==> src/design/tab_separated_request_line_parser_unit_macros.svh <==
// Assertion macros shared by the request line parser modules.
// Depends on nothing; each module that asserts includes this header.
`ifndef TAB_SEPARATED_REQUEST_LINE_PARSER_UNIT_MACROS_SVH
`define TAB_SEPARATED_REQUEST_LINE_PARSER_UNIT_MACROS_SVH

// The consequent must hold in the same cycle as the antecedent.
`define TSRLP_ASSERT_IMPLY(label, clk, rst_n, ante, cons) \
    label: assert property (@(posedge clk) disable iff (!rst_n) (ante) |-> (cons)) \
        else $error("tsrlp assertion failed");

// The consequent must hold in the cycle after the antecedent.
`define TSRLP_ASSERT_NEXT(label, clk, rst_n, ante, cons) \
    label: assert property (@(posedge clk) disable iff (!rst_n) (ante) |=> (cons)) \
        else $error("tsrlp assertion failed");

`endif

==> src/design/tsrlp_pkg.sv <==
// Shared types, codes and constants of the request line parser.
// Depends on nothing; every module of the block imports it.
`timescale 1ns / 1ps

package tsrlp_pkg;

    // Default values of the top level parameters.
    localparam int ID_WIDTH_DEFAULT       = 64;
    localparam int PENDING_BREAKS_DEFAULT = 4;
    localparam int MAX_ARGUMENTS_DEFAULT  = 255;
    localparam int QUEUE_DEPTH            = 4;

    // Special characters of the line format.
    localparam logic [7:0] CH_TAB  = 8'h09;
    localparam logic [7:0] CH_EQ   = 8'h3D;
    localparam logic [7:0] CH_PCT  = 8'h25;
    localparam logic [7:0] CH_CR   = 8'h0D;
    localparam logic [7:0] CH_LF   = 8'h0A;
    localparam logic [7:0] CH_ZERO = 8'h30;
    localparam logic [7:0] CH_NINE = 8'h39;

    // Token kinds.
    localparam logic [1:0] KIND_CMD = 2'd0;
    localparam logic [1:0] KIND_KEY = 2'd1;
    localparam logic [1:0] KIND_VAL = 2'd2;
    localparam logic [1:0] KIND_END = 2'd3;

    // End status codes.
    localparam logic [2:0] ST_OK          = 3'd0;
    localparam logic [2:0] ST_TOO_FEW     = 3'd1;
    localparam logic [2:0] ST_BAD_ID      = 3'd2;
    localparam logic [2:0] ST_BAD_CMD     = 3'd3;
    localparam logic [2:0] ST_NO_SEP      = 3'd4;
    localparam logic [2:0] ST_BAD_ENC     = 3'd5;
    localparam logic [2:0] ST_LONG_BREAK  = 3'd6;

    // Operations carried from the front end to the back end.
    typedef enum logic [1:0] {
        OP_BYTE,
        OP_ERR6,
        OP_EOL
    } tsrlp_op_t;

    // One queue entry; step_end marks the last entry of one input transfer.
    typedef struct packed {
        tsrlp_op_t  op;
        logic [7:0] data;
        logic       step_end;
    } tsrlp_entry_t;

    typedef struct packed {
        logic [7:0] line_byte;
        logic       end_of_line;
    } tsrlp_in_t;

    typedef struct packed {
        logic [1:0]  token_kind;
        logic [7:0]  decoded_byte;
        logic [7:0]  argument_number;
        logic [63:0] request_id;
        logic [2:0]  status;
        logic        last_result;
    } tsrlp_out_t;

    // Hex digit decode: bit 4 is set when the character is a hex digit.
    function automatic logic [4:0] hex_nibble(input logic [7:0] c);
        logic [4:0] r;
        r = 5'd0;
        if (c >= 8'h30 && c <= 8'h39) begin
            r = {1'b1, c[3:0]};
        end else if ((c >= 8'h61 && c <= 8'h66) || (c >= 8'h41 && c <= 8'h46)) begin
            r = {1'b1, 4'(c[3:0] + 4'd9)};
        end
        return r;
    endfunction

endpackage

==> src/design/tab_separated_request_line_parser_unit.sv <==
// Top level of the tab separated request line parser.
// Depends on tsrlp_pkg, tsrlp_front, tsrlp_queue and tsrlp_back.
//
//   Channel   Signals                          Moves
//   req       req_valid req_ready req_data     one raw line byte and its end flag
//   tok       tok_valid tok_ready tok_data     one decoded token or end status
//
// A byte after held CR/LF bytes is queued behind one entry per held byte and,
// when the run overflowed, an ERR6 entry; a plain byte that ends the line is
// followed by an EOL entry. The front end writes one queue entry per cycle
// while the queue has room; the back end retires one per cycle while its
// output is free, and a transfer whose final entry finds a token still held
// adds a flush step. Reset clears all control state at once; there is no clearing
// pass. Either side may stall: the queue and the output register decouple them.
`timescale 1ns / 1ps

module tab_separated_request_line_parser_unit #(
    parameter int ID_WIDTH       = tsrlp_pkg::ID_WIDTH_DEFAULT,
    parameter int PENDING_BREAKS = tsrlp_pkg::PENDING_BREAKS_DEFAULT,
    parameter int MAX_ARGUMENTS  = tsrlp_pkg::MAX_ARGUMENTS_DEFAULT
) (
    input  logic                  clk,
    input  logic                  rst_n,
    input  logic                  req_valid,
    output logic                  req_ready,
    input  tsrlp_pkg::tsrlp_in_t  req_data,
    output logic                  tok_valid,
    input  logic                  tok_ready,
    output tsrlp_pkg::tsrlp_out_t tok_data
);
    import tsrlp_pkg::*;

    logic         push_valid;
    logic         push_ready;
    tsrlp_entry_t push_data;
    logic         pop_valid;
    logic         pop_ready;
    tsrlp_entry_t pop_data;

    // Byte intake and break run handling.
    tsrlp_front #(
        .PENDING_BREAKS (PENDING_BREAKS)
    ) u_front (
        .clk        (clk),
        .rst_n      (rst_n),
        .req_valid  (req_valid),
        .req_ready  (req_ready),
        .req_data   (req_data),
        .push_valid (push_valid),
        .push_ready (push_ready),
        .push_data  (push_data)
    );

    // Decoupling queue.
    tsrlp_queue #(
        .DEPTH (QUEUE_DEPTH)
    ) u_queue (
        .clk        (clk),
        .rst_n      (rst_n),
        .push_valid (push_valid),
        .push_ready (push_ready),
        .push_data  (push_data),
        .pop_valid  (pop_valid),
        .pop_ready  (pop_ready),
        .pop_data   (pop_data)
    );

    // Field parsing and result output.
    tsrlp_back #(
        .ID_WIDTH      (ID_WIDTH),
        .MAX_ARGUMENTS (MAX_ARGUMENTS)
    ) u_back (
        .clk         (clk),
        .rst_n       (rst_n),
        .entry_valid (pop_valid),
        .entry_ready (pop_ready),
        .entry_data  (pop_data),
        .tok_valid   (tok_valid),
        .tok_ready   (tok_ready),
        .tok_data    (tok_data)
    );

endmodule

==> src/design/tsrlp_queue.sv <==
// Short register queue between the front end and the back end.
// Depends on tsrlp_pkg for the entry type.
`timescale 1ns / 1ps

module tsrlp_queue #(
    parameter int DEPTH = tsrlp_pkg::QUEUE_DEPTH
) (
    input  logic                    clk,
    input  logic                    rst_n,
    input  logic                    push_valid,
    output logic                    push_ready,
    input  tsrlp_pkg::tsrlp_entry_t push_data,
    output logic                    pop_valid,
    input  logic                    pop_ready,
    output tsrlp_pkg::tsrlp_entry_t pop_data
);
    import tsrlp_pkg::*;

    `include "tab_separated_request_line_parser_unit_macros.svh"

    localparam int PTR_W = (DEPTH > 1) ? $clog2(DEPTH) : 1;
    localparam int CNT_W = $clog2(DEPTH + 1);

    tsrlp_entry_t     slots_reg [DEPTH];
    logic [PTR_W-1:0] wr_ptr_reg;
    logic [PTR_W-1:0] rd_ptr_reg;
    logic [CNT_W-1:0] count_reg;
    logic             push;
    logic             pop;

    // Handshake on both sides.
    assign push_ready = (count_reg != CNT_W'(DEPTH));
    assign pop_valid  = (count_reg != '0);
    assign pop_data   = slots_reg[rd_ptr_reg];
    assign push       = push_valid && push_ready;
    assign pop        = pop_valid && pop_ready;

    // Entry storage.
    always_ff @(posedge clk)
    begin
        if (push)
        begin
            slots_reg[wr_ptr_reg] <= push_data;
        end
    end

    // Pointers and fill count.
    always_ff @(posedge clk or negedge rst_n)
    begin
        if (!rst_n)
        begin
            wr_ptr_reg <= '0;
            rd_ptr_reg <= '0;
            count_reg  <= '0;
        end
        else
        begin
            if (push)
            begin
                wr_ptr_reg <= (wr_ptr_reg == PTR_W'(DEPTH - 1)) ? '0 : wr_ptr_reg + 1'b1;
            end
            if (pop)
            begin
                rd_ptr_reg <= (rd_ptr_reg == PTR_W'(DEPTH - 1)) ? '0 : rd_ptr_reg + 1'b1;
            end
            unique case ({push, pop})
                2'b10:   count_reg <= count_reg + 1'b1;
                2'b01:   count_reg <= count_reg - 1'b1;
                default: count_reg <= count_reg;
            endcase
        end
    end

    `TSRLP_ASSERT_IMPLY(a_count_bound, clk, rst_n, 1'b1, count_reg <= CNT_W'(DEPTH))

endmodule

==> src/design/tsrlp_front.sv <==
// Front end: accepts line bytes, holds CR/LF runs and sequences queue entries.
// Depends on tsrlp_pkg for the transfer and entry types.
`timescale 1ns / 1ps

module tsrlp_front #(
    parameter int PENDING_BREAKS = tsrlp_pkg::PENDING_BREAKS_DEFAULT
) (
    input  logic                    clk,
    input  logic                    rst_n,
    input  logic                    req_valid,
    output logic                    req_ready,
    input  tsrlp_pkg::tsrlp_in_t    req_data,
    output logic                    push_valid,
    input  logic                    push_ready,
    output tsrlp_pkg::tsrlp_entry_t push_data
);
    import tsrlp_pkg::*;

    `include "tab_separated_request_line_parser_unit_macros.svh"

    localparam int CNT_W = $clog2(PENDING_BREAKS + 1);
    localparam int IDX_W = (PENDING_BREAKS > 1) ? $clog2(PENDING_BREAKS) : 1;

    typedef enum logic [2:0] {
        F_IDLE,
        F_REPLAY,
        F_ERR6,
        F_BYTE,
        F_EOL
    } front_state_t;

    front_state_t     fstate_reg, fstate_next;
    logic             bits_reg [PENDING_BREAKS];
    logic             bits_next [PENDING_BREAKS];
    logic [CNT_W-1:0] cnt_reg, cnt_next;
    logic             ovf_reg, ovf_next;
    logic [IDX_W-1:0] idx_reg, idx_next;
    logic [7:0]       byte_reg, byte_next;
    logic             eol_reg, eol_next;
    logic             accept;
    logic             is_brk;

    assign is_brk    = (req_data.line_byte == CH_CR) || (req_data.line_byte == CH_LF);
    assign req_ready = (fstate_reg == F_IDLE) && push_ready;
    assign accept    = req_valid && req_ready;

    // Sequencer: replays held breaks, then the flag, the byte and the line end.
    always_comb
    begin
        fstate_next = fstate_reg;
        bits_next   = bits_reg;
        cnt_next    = cnt_reg;
        ovf_next    = ovf_reg;
        idx_next    = idx_reg;
        byte_next   = byte_reg;
        eol_next    = eol_reg;
        push_valid  = 1'b0;
        push_data   = '{op: OP_BYTE, data: byte_reg, step_end: !eol_reg};

        unique case (fstate_reg)
            F_IDLE:
            begin
                if (accept)
                begin
                    byte_next = req_data.line_byte;
                    eol_next  = req_data.end_of_line;
                    if (is_brk && !req_data.end_of_line)
                    begin
                        // Hold the break; past the limit only note the overflow.
                        if (cnt_reg < CNT_W'(PENDING_BREAKS))
                        begin
                            bits_next[cnt_reg[IDX_W-1:0]] = (req_data.line_byte == CH_LF);
                            cnt_next = cnt_reg + 1'b1;
                        end
                        else
                        begin
                            ovf_next = 1'b1;
                        end
                    end
                    else if (is_brk)
                    begin
                        // A trailing break run is dropped.
                        push_valid = 1'b1;
                        push_data  = '{op: OP_EOL, data: 8'd0, step_end: 1'b1};
                        cnt_next   = '0;
                        ovf_next   = 1'b0;
                    end
                    else if (cnt_reg == '0)
                    begin
                        push_valid = 1'b1;
                        push_data  = '{op: OP_BYTE, data: req_data.line_byte,
                                       step_end: !req_data.end_of_line};
                        if (req_data.end_of_line)
                        begin
                            fstate_next = F_EOL;
                        end
                    end
                    else
                    begin
                        push_valid = 1'b1;
                        push_data  = '{op: OP_BYTE, data: bits_reg[0] ? CH_LF : CH_CR,
                                       step_end: 1'b0};
                        idx_next   = IDX_W'(1);
                        if (cnt_reg == CNT_W'(1))
                        begin
                            fstate_next = ovf_reg ? F_ERR6 : F_BYTE;
                        end
                        else
                        begin
                            fstate_next = F_REPLAY;
                        end
                    end
                end
            end
            F_REPLAY:
            begin
                push_valid = 1'b1;
                push_data  = '{op: OP_BYTE, data: bits_reg[idx_reg] ? CH_LF : CH_CR,
                               step_end: 1'b0};
                if (push_ready)
                begin
                    idx_next = idx_reg + 1'b1;
                    if (CNT_W'(idx_reg) + CNT_W'(1) == cnt_reg)
                    begin
                        fstate_next = ovf_reg ? F_ERR6 : F_BYTE;
                    end
                end
            end
            F_ERR6:
            begin
                push_valid = 1'b1;
                push_data  = '{op: OP_ERR6, data: 8'd0, step_end: 1'b0};
                if (push_ready)
                begin
                    fstate_next = F_BYTE;
                end
            end
            F_BYTE:
            begin
                push_valid = 1'b1;
                push_data  = '{op: OP_BYTE, data: byte_reg, step_end: !eol_reg};
                if (push_ready)
                begin
                    cnt_next    = '0;
                    ovf_next    = 1'b0;
                    fstate_next = eol_reg ? F_EOL : F_IDLE;
                end
            end
            F_EOL:
            begin
                push_valid = 1'b1;
                push_data  = '{op: OP_EOL, data: 8'd0, step_end: 1'b1};
                if (push_ready)
                begin
                    fstate_next = F_IDLE;
                end
            end
            default:
            begin
                fstate_next = F_IDLE;
            end
        endcase
    end

    // State and held bytes.
    always_ff @(posedge clk or negedge rst_n)
    begin
        if (!rst_n)
        begin
            fstate_reg <= F_IDLE;
            cnt_reg    <= '0;
            ovf_reg    <= 1'b0;
            idx_reg    <= '0;
            eol_reg    <= 1'b0;
        end
        else
        begin
            fstate_reg <= fstate_next;
            cnt_reg    <= cnt_next;
            ovf_reg    <= ovf_next;
            idx_reg    <= idx_next;
            eol_reg    <= eol_next;
        end
    end

    always_ff @(posedge clk)
    begin
        bits_reg <= bits_next;
        byte_reg <= byte_next;
    end

    `TSRLP_ASSERT_IMPLY(a_replay_in_range, clk, rst_n, fstate_reg == F_REPLAY,
                        CNT_W'(idx_reg) < cnt_reg)
    `TSRLP_ASSERT_IMPLY(a_err6_has_overflow, clk, rst_n, fstate_reg == F_ERR6, ovf_reg)

endmodule

==> src/design/tsrlp_back.sv <==
// Back end: field parser, percent decoder, id check and result staging.
// Depends on tsrlp_pkg for the entry, result types and codes.
`timescale 1ns / 1ps

module tsrlp_back #(
    parameter int ID_WIDTH      = tsrlp_pkg::ID_WIDTH_DEFAULT,
    parameter int MAX_ARGUMENTS = tsrlp_pkg::MAX_ARGUMENTS_DEFAULT
) (
    input  logic                    clk,
    input  logic                    rst_n,
    input  logic                    entry_valid,
    output logic                    entry_ready,
    input  tsrlp_pkg::tsrlp_entry_t entry_data,
    output logic                    tok_valid,
    input  logic                    tok_ready,
    output tsrlp_pkg::tsrlp_out_t   tok_data
);
    import tsrlp_pkg::*;

    `include "tab_separated_request_line_parser_unit_macros.svh"

    localparam logic [1:0] PH_ID  = 2'd0;
    localparam logic [1:0] PH_CMD = 2'd1;
    localparam logic [1:0] PH_KEY = 2'd2;
    localparam logic [1:0] PH_VAL = 2'd3;

    localparam logic [1:0] ESC_IDLE = 2'd0;
    localparam logic [1:0] ESC_HIGH = 2'd1;
    localparam logic [1:0] ESC_LOW  = 2'd2;
    localparam logic [1:0] ESC_SKIP = 2'd3;

    localparam int FLAG_EMPTY_KEY = 0;
    localparam int FLAG_BAD_ENC   = 1;

    typedef struct packed {
        logic [1:0]          phase;
        logic [1:0]          esc;
        logic [3:0]          hn;
        logic [ID_WIDTH-1:0] acc;
        logic                seen;
        logic                bad;
        logic                nonempty;
        logic [7:0]          argc;
        logic [2:0]          err;
        logic [1:0]          flags;
    } parse_state_t;

    typedef enum logic {
        B_RUN,
        B_FLUSH
    } back_state_t;

    back_state_t  bstate_reg, bstate_next;
    parse_state_t st_reg, st_next;
    logic         hold_valid_reg, hold_valid_next;
    tsrlp_out_t   hold_reg, hold_next;
    logic         out_valid_reg, out_valid_next;
    tsrlp_out_t   out_reg, out_next;
    logic         out_free;
    logic         fire;

    logic [ID_WIDTH+3:0] acc_ext;
    logic [ID_WIDTH+3:0] prod;
    logic                prod_ovf;

    // Keep the first error; a break overflow yields to any later error.
    function automatic logic [2:0] merge_err(input logic [2:0] cur, input logic [2:0] code);
        logic [2:0] r;
        r = cur;
        if (code == ST_LONG_BREAK)
        begin
            if (cur == ST_OK)
            begin
                r = ST_LONG_BREAK;
            end
        end
        else if (cur == ST_OK || cur == ST_LONG_BREAK)
        begin
            r = code;
        end
        return r;
    endfunction

    function automatic logic [7:0] next_arg(input logic [7:0] argc);
        return (argc < 8'(MAX_ARGUMENTS)) ? argc + 8'd1 : argc;
    endfunction

    // End of a field: check it and move on to the next one.
    function automatic parse_state_t close_field(input parse_state_t s);
        parse_state_t r;
        logic         bad_enc;
        r       = s;
        bad_enc = s.flags[FLAG_BAD_ENC] || (s.esc != ESC_IDLE);
        unique case (s.phase)
            PH_ID:
            begin
                if (!s.seen || s.bad)
                begin
                    r.err = merge_err(r.err, ST_BAD_ID);
                end
                r.phase = PH_CMD;
            end
            PH_CMD:
            begin
                if (bad_enc || !s.nonempty)
                begin
                    r.err = merge_err(r.err, ST_BAD_CMD);
                end
                r.phase = PH_KEY;
                r.argc  = 8'd1;
            end
            PH_KEY:
            begin
                r.err  = merge_err(r.err, ST_NO_SEP);
                r.argc = next_arg(s.argc);
            end
            default:
            begin
                if (s.flags[FLAG_EMPTY_KEY])
                begin
                    r.err = merge_err(r.err, ST_NO_SEP);
                end
                else if (bad_enc)
                begin
                    r.err = merge_err(r.err, ST_BAD_ENC);
                end
                r.phase = PH_KEY;
                r.argc  = next_arg(s.argc);
            end
        endcase
        r.esc      = ESC_IDLE;
        r.hn       = 4'd0;
        r.nonempty = 1'b0;
        r.flags    = 2'd0;
        return r;
    endfunction

    // Next id value as acc * 10 + digit, with room to see an overflow.
    assign acc_ext  = (ID_WIDTH + 4)'(st_reg.acc);
    assign prod     = (acc_ext << 3) + (acc_ext << 1)
                    + (ID_WIDTH + 4)'(entry_data.data[3:0]);
    assign prod_ovf = (prod[ID_WIDTH+3:ID_WIDTH] != 4'd0);

    assign out_free    = !out_valid_reg || tok_ready;
    assign entry_ready = (bstate_reg == B_RUN) && out_free;
    assign fire        = entry_valid && entry_ready;
    assign tok_valid   = out_valid_reg;
    assign tok_data    = out_reg;

    // Entry processing and result staging.
    always_comb
    begin
        parse_state_t s;
        logic         res_valid;
        tsrlp_out_t   res;
        logic         do_decode;
        logic [4:0]   hx;
        logic [7:0]   c;
        logic [7:0]   dec;
        logic         few;
        logic [2:0]   stc;

        s         = st_reg;
        res_valid = 1'b0;
        res       = '0;
        do_decode = 1'b0;
        dec       = 8'd0;
        few       = 1'b0;
        stc       = ST_OK;
        c         = entry_data.data;
        hx        = hex_nibble(c);

        unique case (entry_data.op)
            OP_BYTE:
            begin
                if (c == CH_TAB)
                begin
                    s = close_field(s);
                end
                else
                begin
                    unique case (s.phase)
                        PH_ID:
                        begin
                            if (c >= CH_ZERO && c <= CH_NINE)
                            begin
                                s.seen = 1'b1;
                                if (!s.bad)
                                begin
                                    if (prod_ovf)
                                    begin
                                        s.bad = 1'b1;
                                    end
                                    else
                                    begin
                                        s.acc = prod[ID_WIDTH-1:0];
                                    end
                                end
                            end
                            else
                            begin
                                s.bad = 1'b1;
                            end
                        end
                        PH_CMD:
                        begin
                            s.nonempty = 1'b1;
                            do_decode  = 1'b1;
                        end
                        PH_KEY:
                        begin
                            if (c == CH_EQ)
                            begin
                                if (s.esc != ESC_IDLE)
                                begin
                                    s.flags[FLAG_BAD_ENC] = 1'b1;
                                end
                                if (!s.nonempty)
                                begin
                                    s.flags[FLAG_EMPTY_KEY] = 1'b1;
                                end
                                s.phase = PH_VAL;
                                s.esc   = ESC_IDLE;
                                s.hn    = 4'd0;
                            end
                            else
                            begin
                                s.nonempty = 1'b1;
                                do_decode  = 1'b1;
                            end
                        end
                        default:
                        begin
                            do_decode = 1'b1;
                        end
                    endcase
                end

                // Percent decoder.
                if (do_decode)
                begin
                    unique case (s.esc)
                        ESC_IDLE:
                        begin
                            if (c == CH_PCT)
                            begin
                                s.esc = ESC_HIGH;
                            end
                            else
                            begin
                                res_valid = 1'b1;
                                dec       = c;
                            end
                        end
                        ESC_HIGH:
                        begin
                            if (hx[4])
                            begin
                                s.hn  = hx[3:0];
                                s.esc = ESC_LOW;
                            end
                            else
                            begin
                                s.flags[FLAG_BAD_ENC] = 1'b1;
                                s.esc = ESC_SKIP;
                            end
                        end
                        ESC_LOW:
                        begin
                            if (hx[4])
                            begin
                                res_valid = 1'b1;
                                dec       = {s.hn, hx[3:0]};
                            end
                            else
                            begin
                                s.flags[FLAG_BAD_ENC] = 1'b1;
                            end
                            s.esc = ESC_IDLE;
                        end
                        default:
                        begin
                            s.esc = ESC_IDLE;
                        end
                    endcase
                end

                if (res_valid)
                begin
                    res.token_kind      = (s.phase == PH_CMD) ? KIND_CMD :
                                          ((s.phase == PH_KEY) ? KIND_KEY : KIND_VAL);
                    res.decoded_byte    = dec;
                    res.argument_number = (s.phase == PH_CMD) ? 8'd0 : s.argc;
                end
            end
            OP_ERR6:
            begin
                s.err = merge_err(s.err, ST_LONG_BREAK);
            end
            OP_EOL:
            begin
                few = (s.phase == PH_ID);
                s   = close_field(s);
                stc = few ? ST_TOO_FEW : s.err;
                res_valid           = 1'b1;
                res.token_kind      = KIND_END;
                res.argument_number = s.argc;
                res.request_id      = (stc == ST_OK) ? 64'(s.acc) : 64'd0;
                res.status          = stc;
                s = '0;
            end
            default:
            begin
                s = st_reg;
            end
        endcase

        bstate_next     = bstate_reg;
        st_next         = st_reg;
        hold_valid_next = hold_valid_reg;
        hold_next       = hold_reg;
        out_valid_next  = out_valid_reg && !tok_ready;
        out_next        = out_reg;

        // The newest result waits in the hold register until it is known
        // whether it is the last one of its input transfer.
        if (bstate_reg == B_FLUSH)
        begin
            if (out_free)
            begin
                out_valid_next       = 1'b1;
                out_next             = hold_reg;
                out_next.last_result = 1'b1;
                hold_valid_next      = 1'b0;
                bstate_next          = B_RUN;
            end
        end
        else if (fire)
        begin
            st_next = s;
            if (res_valid && hold_valid_reg)
            begin
                out_valid_next       = 1'b1;
                out_next             = hold_reg;
                out_next.last_result = 1'b0;
                hold_next            = res;
                if (entry_data.step_end)
                begin
                    bstate_next = B_FLUSH;
                end
            end
            else if (res_valid)
            begin
                if (entry_data.step_end)
                begin
                    out_valid_next       = 1'b1;
                    out_next             = res;
                    out_next.last_result = 1'b1;
                end
                else
                begin
                    hold_next       = res;
                    hold_valid_next = 1'b1;
                end
            end
            else if (hold_valid_reg && entry_data.step_end)
            begin
                out_valid_next       = 1'b1;
                out_next             = hold_reg;
                out_next.last_result = 1'b1;
                hold_valid_next      = 1'b0;
            end
        end
    end

    // Parser state, staging state and the output register.
    always_ff @(posedge clk or negedge rst_n)
    begin
        if (!rst_n)
        begin
            bstate_reg     <= B_RUN;
            st_reg         <= '0;
            hold_valid_reg <= 1'b0;
            out_valid_reg  <= 1'b0;
        end
        else
        begin
            bstate_reg     <= bstate_next;
            st_reg         <= st_next;
            hold_valid_reg <= hold_valid_next;
            out_valid_reg  <= out_valid_next;
        end
    end

    always_ff @(posedge clk)
    begin
        hold_reg <= hold_next;
        out_reg  <= out_next;
    end

    `TSRLP_ASSERT_IMPLY(a_flush_has_hold, clk, rst_n, bstate_reg == B_FLUSH, hold_valid_reg)
    `TSRLP_ASSERT_NEXT(a_eol_restarts, clk, rst_n, fire && entry_data.op == OP_EOL,
                       st_reg.phase == PH_ID && st_reg.err == ST_OK)

endmodule

==> config.mk <==
export PLATFORM = sky130hd
export DESIGN_NAME = tab_separated_request_line_parser_unit
export DESIGN_NICKNAME = d
export VERILOG_FILES = /design/src/design/tsrlp_pkg.sv /design/src/design/tab_separated_request_line_parser_unit.sv /design/src/design/tsrlp_queue.sv /design/src/design/tsrlp_front.sv /design/src/design/tsrlp_back.sv
export VERILOG_INCLUDE_DIRS = /design/src /design/src/design
export SDC_FILE = /design/constraint.sdc
export NUM_CORES = 1
export LEC_CHECK = 0
export BUFFER_PORTS_ARGS = -buffer_cell sky130_fd_sc_hd__clkbuf_2
export CAP_MARGIN = 10
export CORE_MARGIN = 2
export CORE_UTILIZATION = 55
export CTS_CLUSTER_SIZE = 8
export DETAILED_ROUTE_END_ITERATION = 8
export PLACE_DENSITY_LB_ADDON = 0.1
export SLEW_MARGIN = 20
export SYNTH_ARGS = -nofsm -noshare
export SYNTH_HDL_FRONTEND = slang
export SYNTH_SLANG_ARGS = --single-unit
==> constraint.sdc <==
create_clock -name clk -period 13.4 [get_ports clk]
set_input_delay 1.34 -clock clk [delete_from_list [all_inputs] [get_ports clk]]
set_output_delay 1.34 -clock clk [all_outputs]
set_load 0.1 [all_outputs]
==> impl_metrics.env, run 1 <==
export IMPL_core_um2=36300
export IMPL_portBuffers=100
export IMPL_worst_path_buf_inv=2
export IMPL_rsz0062_at_grt="no"
export IMPL_worstSetupStartpointType="flop"
export IMPL_grt_pass1_wl_um=75500
export IMPL_synth_enable_flop_cells=227
export IMPL_clock_sinks=335
export IMPL_seq_area_um2=9520
export IMPL_synth_flop_cell="edfxtp_1"
export IMPL_io_pins=101
export IMPL_final_setup_tns_ps=0
export IMPL_cp_required_ps=13600
export IMPL_netlist_area_leader_share_pct=33.8
export IMPL_first_pass_iters=6
export IMPL_tightest_slew_ps=1080
export IMPL_fin_skew_ps=20.5
export IMPL_finalHoldViolCount=0
export IMPL_antenna_found_initial=0
export IMPL_drt_total_wl_um=46200
export IMPL_routedWlPerCell_um=19.2
export IMPL_layout_common_cells="227 x edfxtp_1, 162 x nand2_1, 158 x ha_1"
export IMPL_start_util_pct=55.6
export IMPL_vias=14429
export IMPL_yosys_area_top_type="edfxtp_1"
export IMPL_maxCapViolCount=0
export IMPL_drtIter0Drc=930
export IMPL_synthesis_instances=1839
export IMPL_path_clk_slew_ps=50
export IMPL_drive_gt1_share_pct=13.5
export IMPL_synth_cell_types=93
export IMPL_gp_congestion=0.876
export IMPL_ys_warn_count=0
export IMPL_synth_fp_nets=2013
export IMPL_grt_max_degree=88
export IMPL_htreeDepth=2
export IMPL_detail_route_antenna_nets=0
export IMPL_diodes=0
export IMPL_cp_max_fo=65
export IMPL_yosys_top_cells_area="edfxtp_1 34%, dfrtp_1 13%, ha_1 9.8%"
export IMPL_stdcell_area_um2=22300
export IMPL_status="completed"
export IMPL_nNetsFinal=2077
export IMPL_worstPathArrival_ps=6720
export IMPL_layout_commonest_cell="edfxtp_1"
export IMPL_die_h_um=196
export IMPL_post_cts_resized=0
export IMPL_grt_pass1_vias=14380
export IMPL_syn_to_final_growth_pct=10.6
export IMPL_post_route_period_util_pct=48.7
export IMPL_slowest_delay_ps=820
export IMPL_track_usage_pct=24.5
export IMPL_cts_root_buf="clkbuf_16"
export IMPL_path_delay_family="simple AND/OR/NAND/NOR gates"
export IMPL_fill_cells=2971
export IMPL_async_reset_ff_share_pct=32.2
export IMPL_max_freq_mhz=153
export IMPL_hpwl_um=31600
export IMPL_setup_violations_final=0
export IMPL_die_w_um=196
export IMPL_cts_buffers=48
export IMPL_critPathKind="reg2reg"
export IMPL_slew_violations=0
export IMPL_viasPerCell=5.98
export IMPL_grt_ovfl_total=0
export IMPL_crit_chain="mux4_2 > inv_1 > ha_1 > or4b_1 > or4_4 > and2_1 > nand2_1 > ha_1 > nor2b_1 > o2111ai_2 > a221oi_4 > buf_4"
export IMPL_synth_seq_area_share_pct=47.1
export IMPL_synth_seq_cells=335
export IMPL_syn_avg_cell_area_um2=11.0
export IMPL_relSlewSlack_pct=27.8
export IMPL_hp_class="reg2reg"
export IMPL_clockBufferDepth=3
export IMPL_period_needed_ps=6520
export IMPL_crit_top_cell="ha_1"
export IMPL_largest_register_ffs=86
export IMPL_crit_slowest_cell="dfrtp_1"
export IMPL_die_area_um2=38300
export IMPL_clkLatencyLatePin_ps=600
export IMPL_placementRows=70
export IMPL_multiInputGateArea_um2=9950
export IMPL_netlist_area_um2=20200
export IMPL_tritoncts="done"
export IMPL_drc=0
export IMPL_place_area_um2=20900
export IMPL_cp_end_kind="flop"
export IMPL_hold_buffers=0
export IMPL_post_cts_setup_buffer_count=0
## through the flow
stage                     hold slack, ps  utilization [%]  cells  setup slack (ps)
after floorplan                      473                -   1839              2670
after global placement               513             57.5   2320              6650
after detailed placement             505             57.5   2320              6400
after CTS                            521             61.4   2410              6340
after global routing                 547             61.5   2411              6470
final                                520             61.5   2411              6880
## metal layers
metal | wire (um) | global-route usage, %
met2 | 21900 | 40.8
met3 | 2020 | 4.04
met4 | 1060 | 7.38
met1 | 21200 | 33.1
met5 | 0 | 0
## synth_stat cells (all sizes together), types with 10 or more instances
master,n
nor2b,10
nor2,144
a211oi,11
a21o,33
and2,68
nor4,15
nor3,30
a22oi,17
nand4,25
dfrtp,108
nand2,166
mux4,12
o211ai,10
mux2,64
o21bai,12
edfxtp,227
mux2i,25
o21ai,98
buf,36
xor2,27
clkbuf,64
a31oi,17
nand3,25
inv,63
or3,12
o31ai,10
ha,158
and3,15
xnor2,38
a22o,82
o21a,15
a21oi,107
## final cells by class
cell class / count / share of cell area, %
clock buffer: 86 / 6.06
clock inverter: 4 / 0.353
inverter: 64 / 1.08
multi-input combinational: 1340 / 44.5
sequential: 335 / 42.6
tap: 468 / 2.62
timing repair buffer: 114 / 2.76
## cell families (layout without fill, tap and decap cells)
group                      after synthesis  after routing  synth area share, %
muxes                                  101            101                 7.17
DFF                                    335            335                 47.1
adders and majority gates              162            162                 10.1
buffers and inverters                  164            268                 3.88
xor gates and xnor gates                65             65                 2.82
and+or+nand+nor                        539            539                 12.9
AOI/OAI and AO/OA                      473            473                 16.0
## final timing paths
path / start / slack, ps / depth (start not counted) / end
max: u_queue.rd_ptr_reg[0] / 6880 / 12 / u_back.hold_reg[40]
min: u_back.st_reg[81] / 520 / 1 / u_back.st_reg[81]
max reg2reg: u_queue.rd_ptr_reg[0] / 6880 / 12 / u_back.hold_reg[40]
min reg2reg: u_back.st_reg[81] / 520 / 1 / u_back.st_reg[81]
max in group asynchronous: rst_n / 11320 / 2 / u_queue.wr_ptr_reg[1]
min in group asynchronous: rst_n / 800 / 1 / u_back.acc_ext[46]
Power of run 1 is left out: the tool's default activity adds up to more than one toggle a clock period on the data nets, which glitch-free logic cannot reach.
==> run 2, diff against run 1 <==
- clock period: 13.4 -> 6.2 ns (I/O delays scaled with it)
==> run 2 against run 1 <==
Against the previous run:
- clock-buffer cell count fell by 2
- critical path depth grew 3
- core utilization is 0.18 points higher
- clock skew is 5.9 ps lower
- via count up 1.5%
- register-to-register slack got worse by 6200 ps
- critical endpoint is now u_back.tok_data[43]
==> impl_metrics.env, run 2 (synthesized netlist as in run 1, its figures left out) <==
export IMPL_htreeDepth=2
export IMPL_die_w_um=196
export IMPL_clock_sinks=335
export IMPL_grt_pass1_wl_um=75700
export IMPL_antenna_found_initial=0
export IMPL_path_delay_family="simple AND/OR/NAND/NOR gates"
export IMPL_drc=0
export IMPL_clockBufferDepth=3
export IMPL_routedWlPerCell_um=19.2
export IMPL_cp_required_ps=6400
export IMPL_tightest_slew_ps=980
export IMPL_fill_cells=2974
export IMPL_tritoncts="done"
export IMPL_hpwl_um=31900
export IMPL_layout_cells_non_filler=2414
export IMPL_grt_max_degree=65
export IMPL_r2r_cells=15
export IMPL_detail_route_antenna_nets=0
export IMPL_setup_violations_final=0
export IMPL_first_pass_iters=5
export IMPL_hp_class="in2async"
export IMPL_core_um2=36300
export IMPL_cts_buffers=48
export IMPL_cp_end_kind="flop"
export IMPL_hold_buffers=0
export IMPL_worstPathArrival_ps=5740
export IMPL_diodes=0
export IMPL_clkLatencyLatePin_ps=590
export IMPL_largest_register_ffs=86
export IMPL_slew_violations=0
export IMPL_layout_common_cells="227 x edfxtp_1, 161 x nand2_1, 155 x ha_1"
export IMPL_start_util_pct=55.6
export IMPL_cp_max_fo=51
export IMPL_relSlewSlack_pct=34.5
export IMPL_hold_slack_ps=73.6
export IMPL_vias=14645
export IMPL_layout_commonest_cell="edfxtp_1"
export IMPL_max_freq_mhz=181
export IMPL_post_cts_resized=0
export IMPL_fin_skew_ps=14.6
export IMPL_io_pins=101
export IMPL_portBuffers=100
export IMPL_final_core_util_pct=61.6
export IMPL_path_clk_slew_ps=50
export IMPL_drtIter0Drc=1108
export IMPL_rsz0062_at_grt="no"
export IMPL_viasPerCell=6.07
export IMPL_worst_path_buf_inv=2
export IMPL_crit_chain="mux4_2 > inv_2 > ha_4 > or4b_4 > or4_4 > and2_1 > nand2_4 > ha_2 > and2_1 > o2111ai_2 > nand2_4 > maj3_1 > nand2_1 > a21oi_4 > buf_4"
export IMPL_grt_ovfl_total=0
export IMPL_critPathKind="reg2reg"
export IMPL_final_setup_tns_ps=0
export IMPL_slowest_delay_ps=660
export IMPL_placementRows=70
export IMPL_status="completed"
export IMPL_grt_pass1_vias=14674
export IMPL_post_route_period_util_pct=89.3
export IMPL_die_area_um2=38300
export IMPL_period_needed_ps=5540
export IMPL_finalHoldViolCount=0
export IMPL_nNetsFinal=2081
export IMPL_drt_total_wl_um=46300
export IMPL_die_h_um=196
export IMPL_drive_gt1_share_pct=14.0
export IMPL_dp_cells=2325
export IMPL_worstSetupStartpointType="flop"
export IMPL_maxCapViolCount=0
export IMPL_track_usage_pct=24.6
export IMPL_crit_slowest_cell="dfrtp_1"
export IMPL_crit_cells=15
export IMPL_gp_congestion=0.880
export IMPL_post_cts_setup_buffer_count=0
export IMPL_syn_to_final_growth_pct=10.9
export IMPL_cts_root_buf="clkbuf_16"
[run 2: per-stage QoR]
step	setup WS [ps]	area, um2
after floorplan	5.47	20300
after global placement	889	21000
after detailed placement	742	21000
after CTS	710	22400
after global routing	393	22400
final	661	22400
[run 2: layout make-up]
| cell class | instances | area (um2) | share of cell area, % |
|---|---|---|---|
| inverter | 64 | 240 | 1.07 |
| multi-input combinational | 1340 | 9990 | 44.6 |
| clock inverter | 5 | 55.1 | 0.246 |
| sequential | 335 | 9520 | 42.5 |
| tap | 468 | 586 | 2.61 |
| timing repair buffer | 118 | 676 | 3.02 |
| clock buffer | 84 | 1340 | 5.96 |
[run 2: path summary, 6_finish.rpt]
kind / start / endpoint / slack (ps)
worst max-delay path: u_queue.rd_ptr_reg[1] / u_back.tok_data[43] / 660
worst min-delay path: rst_n / u_back.acc_ext[47] / 70
worst max register to register: u_queue.rd_ptr_reg[1] / u_back.tok_data[43] / 660
worst min register to register: u_back.st_reg[1] / u_back.st_reg[1] / 520
max in group asynchronous: rst_n / u_back.tok_valid / 4810
min in group clk: req_data[8] / u_front.byte_reg[7] / 250
[run 2: layer usage]
metal | GRT usage, % | vias up | share of wire (%)
met4 | 9.22 | 0 | 3.1
met5 | 0 | - | 0
met3 | 4.21 | 95 | 4.5
met1 | 32.3 | 7173 | 45
met2 | 40.9 | 374 | 48
li1 | - | 7003 | -
Power of run 2 is left out for the same reason.
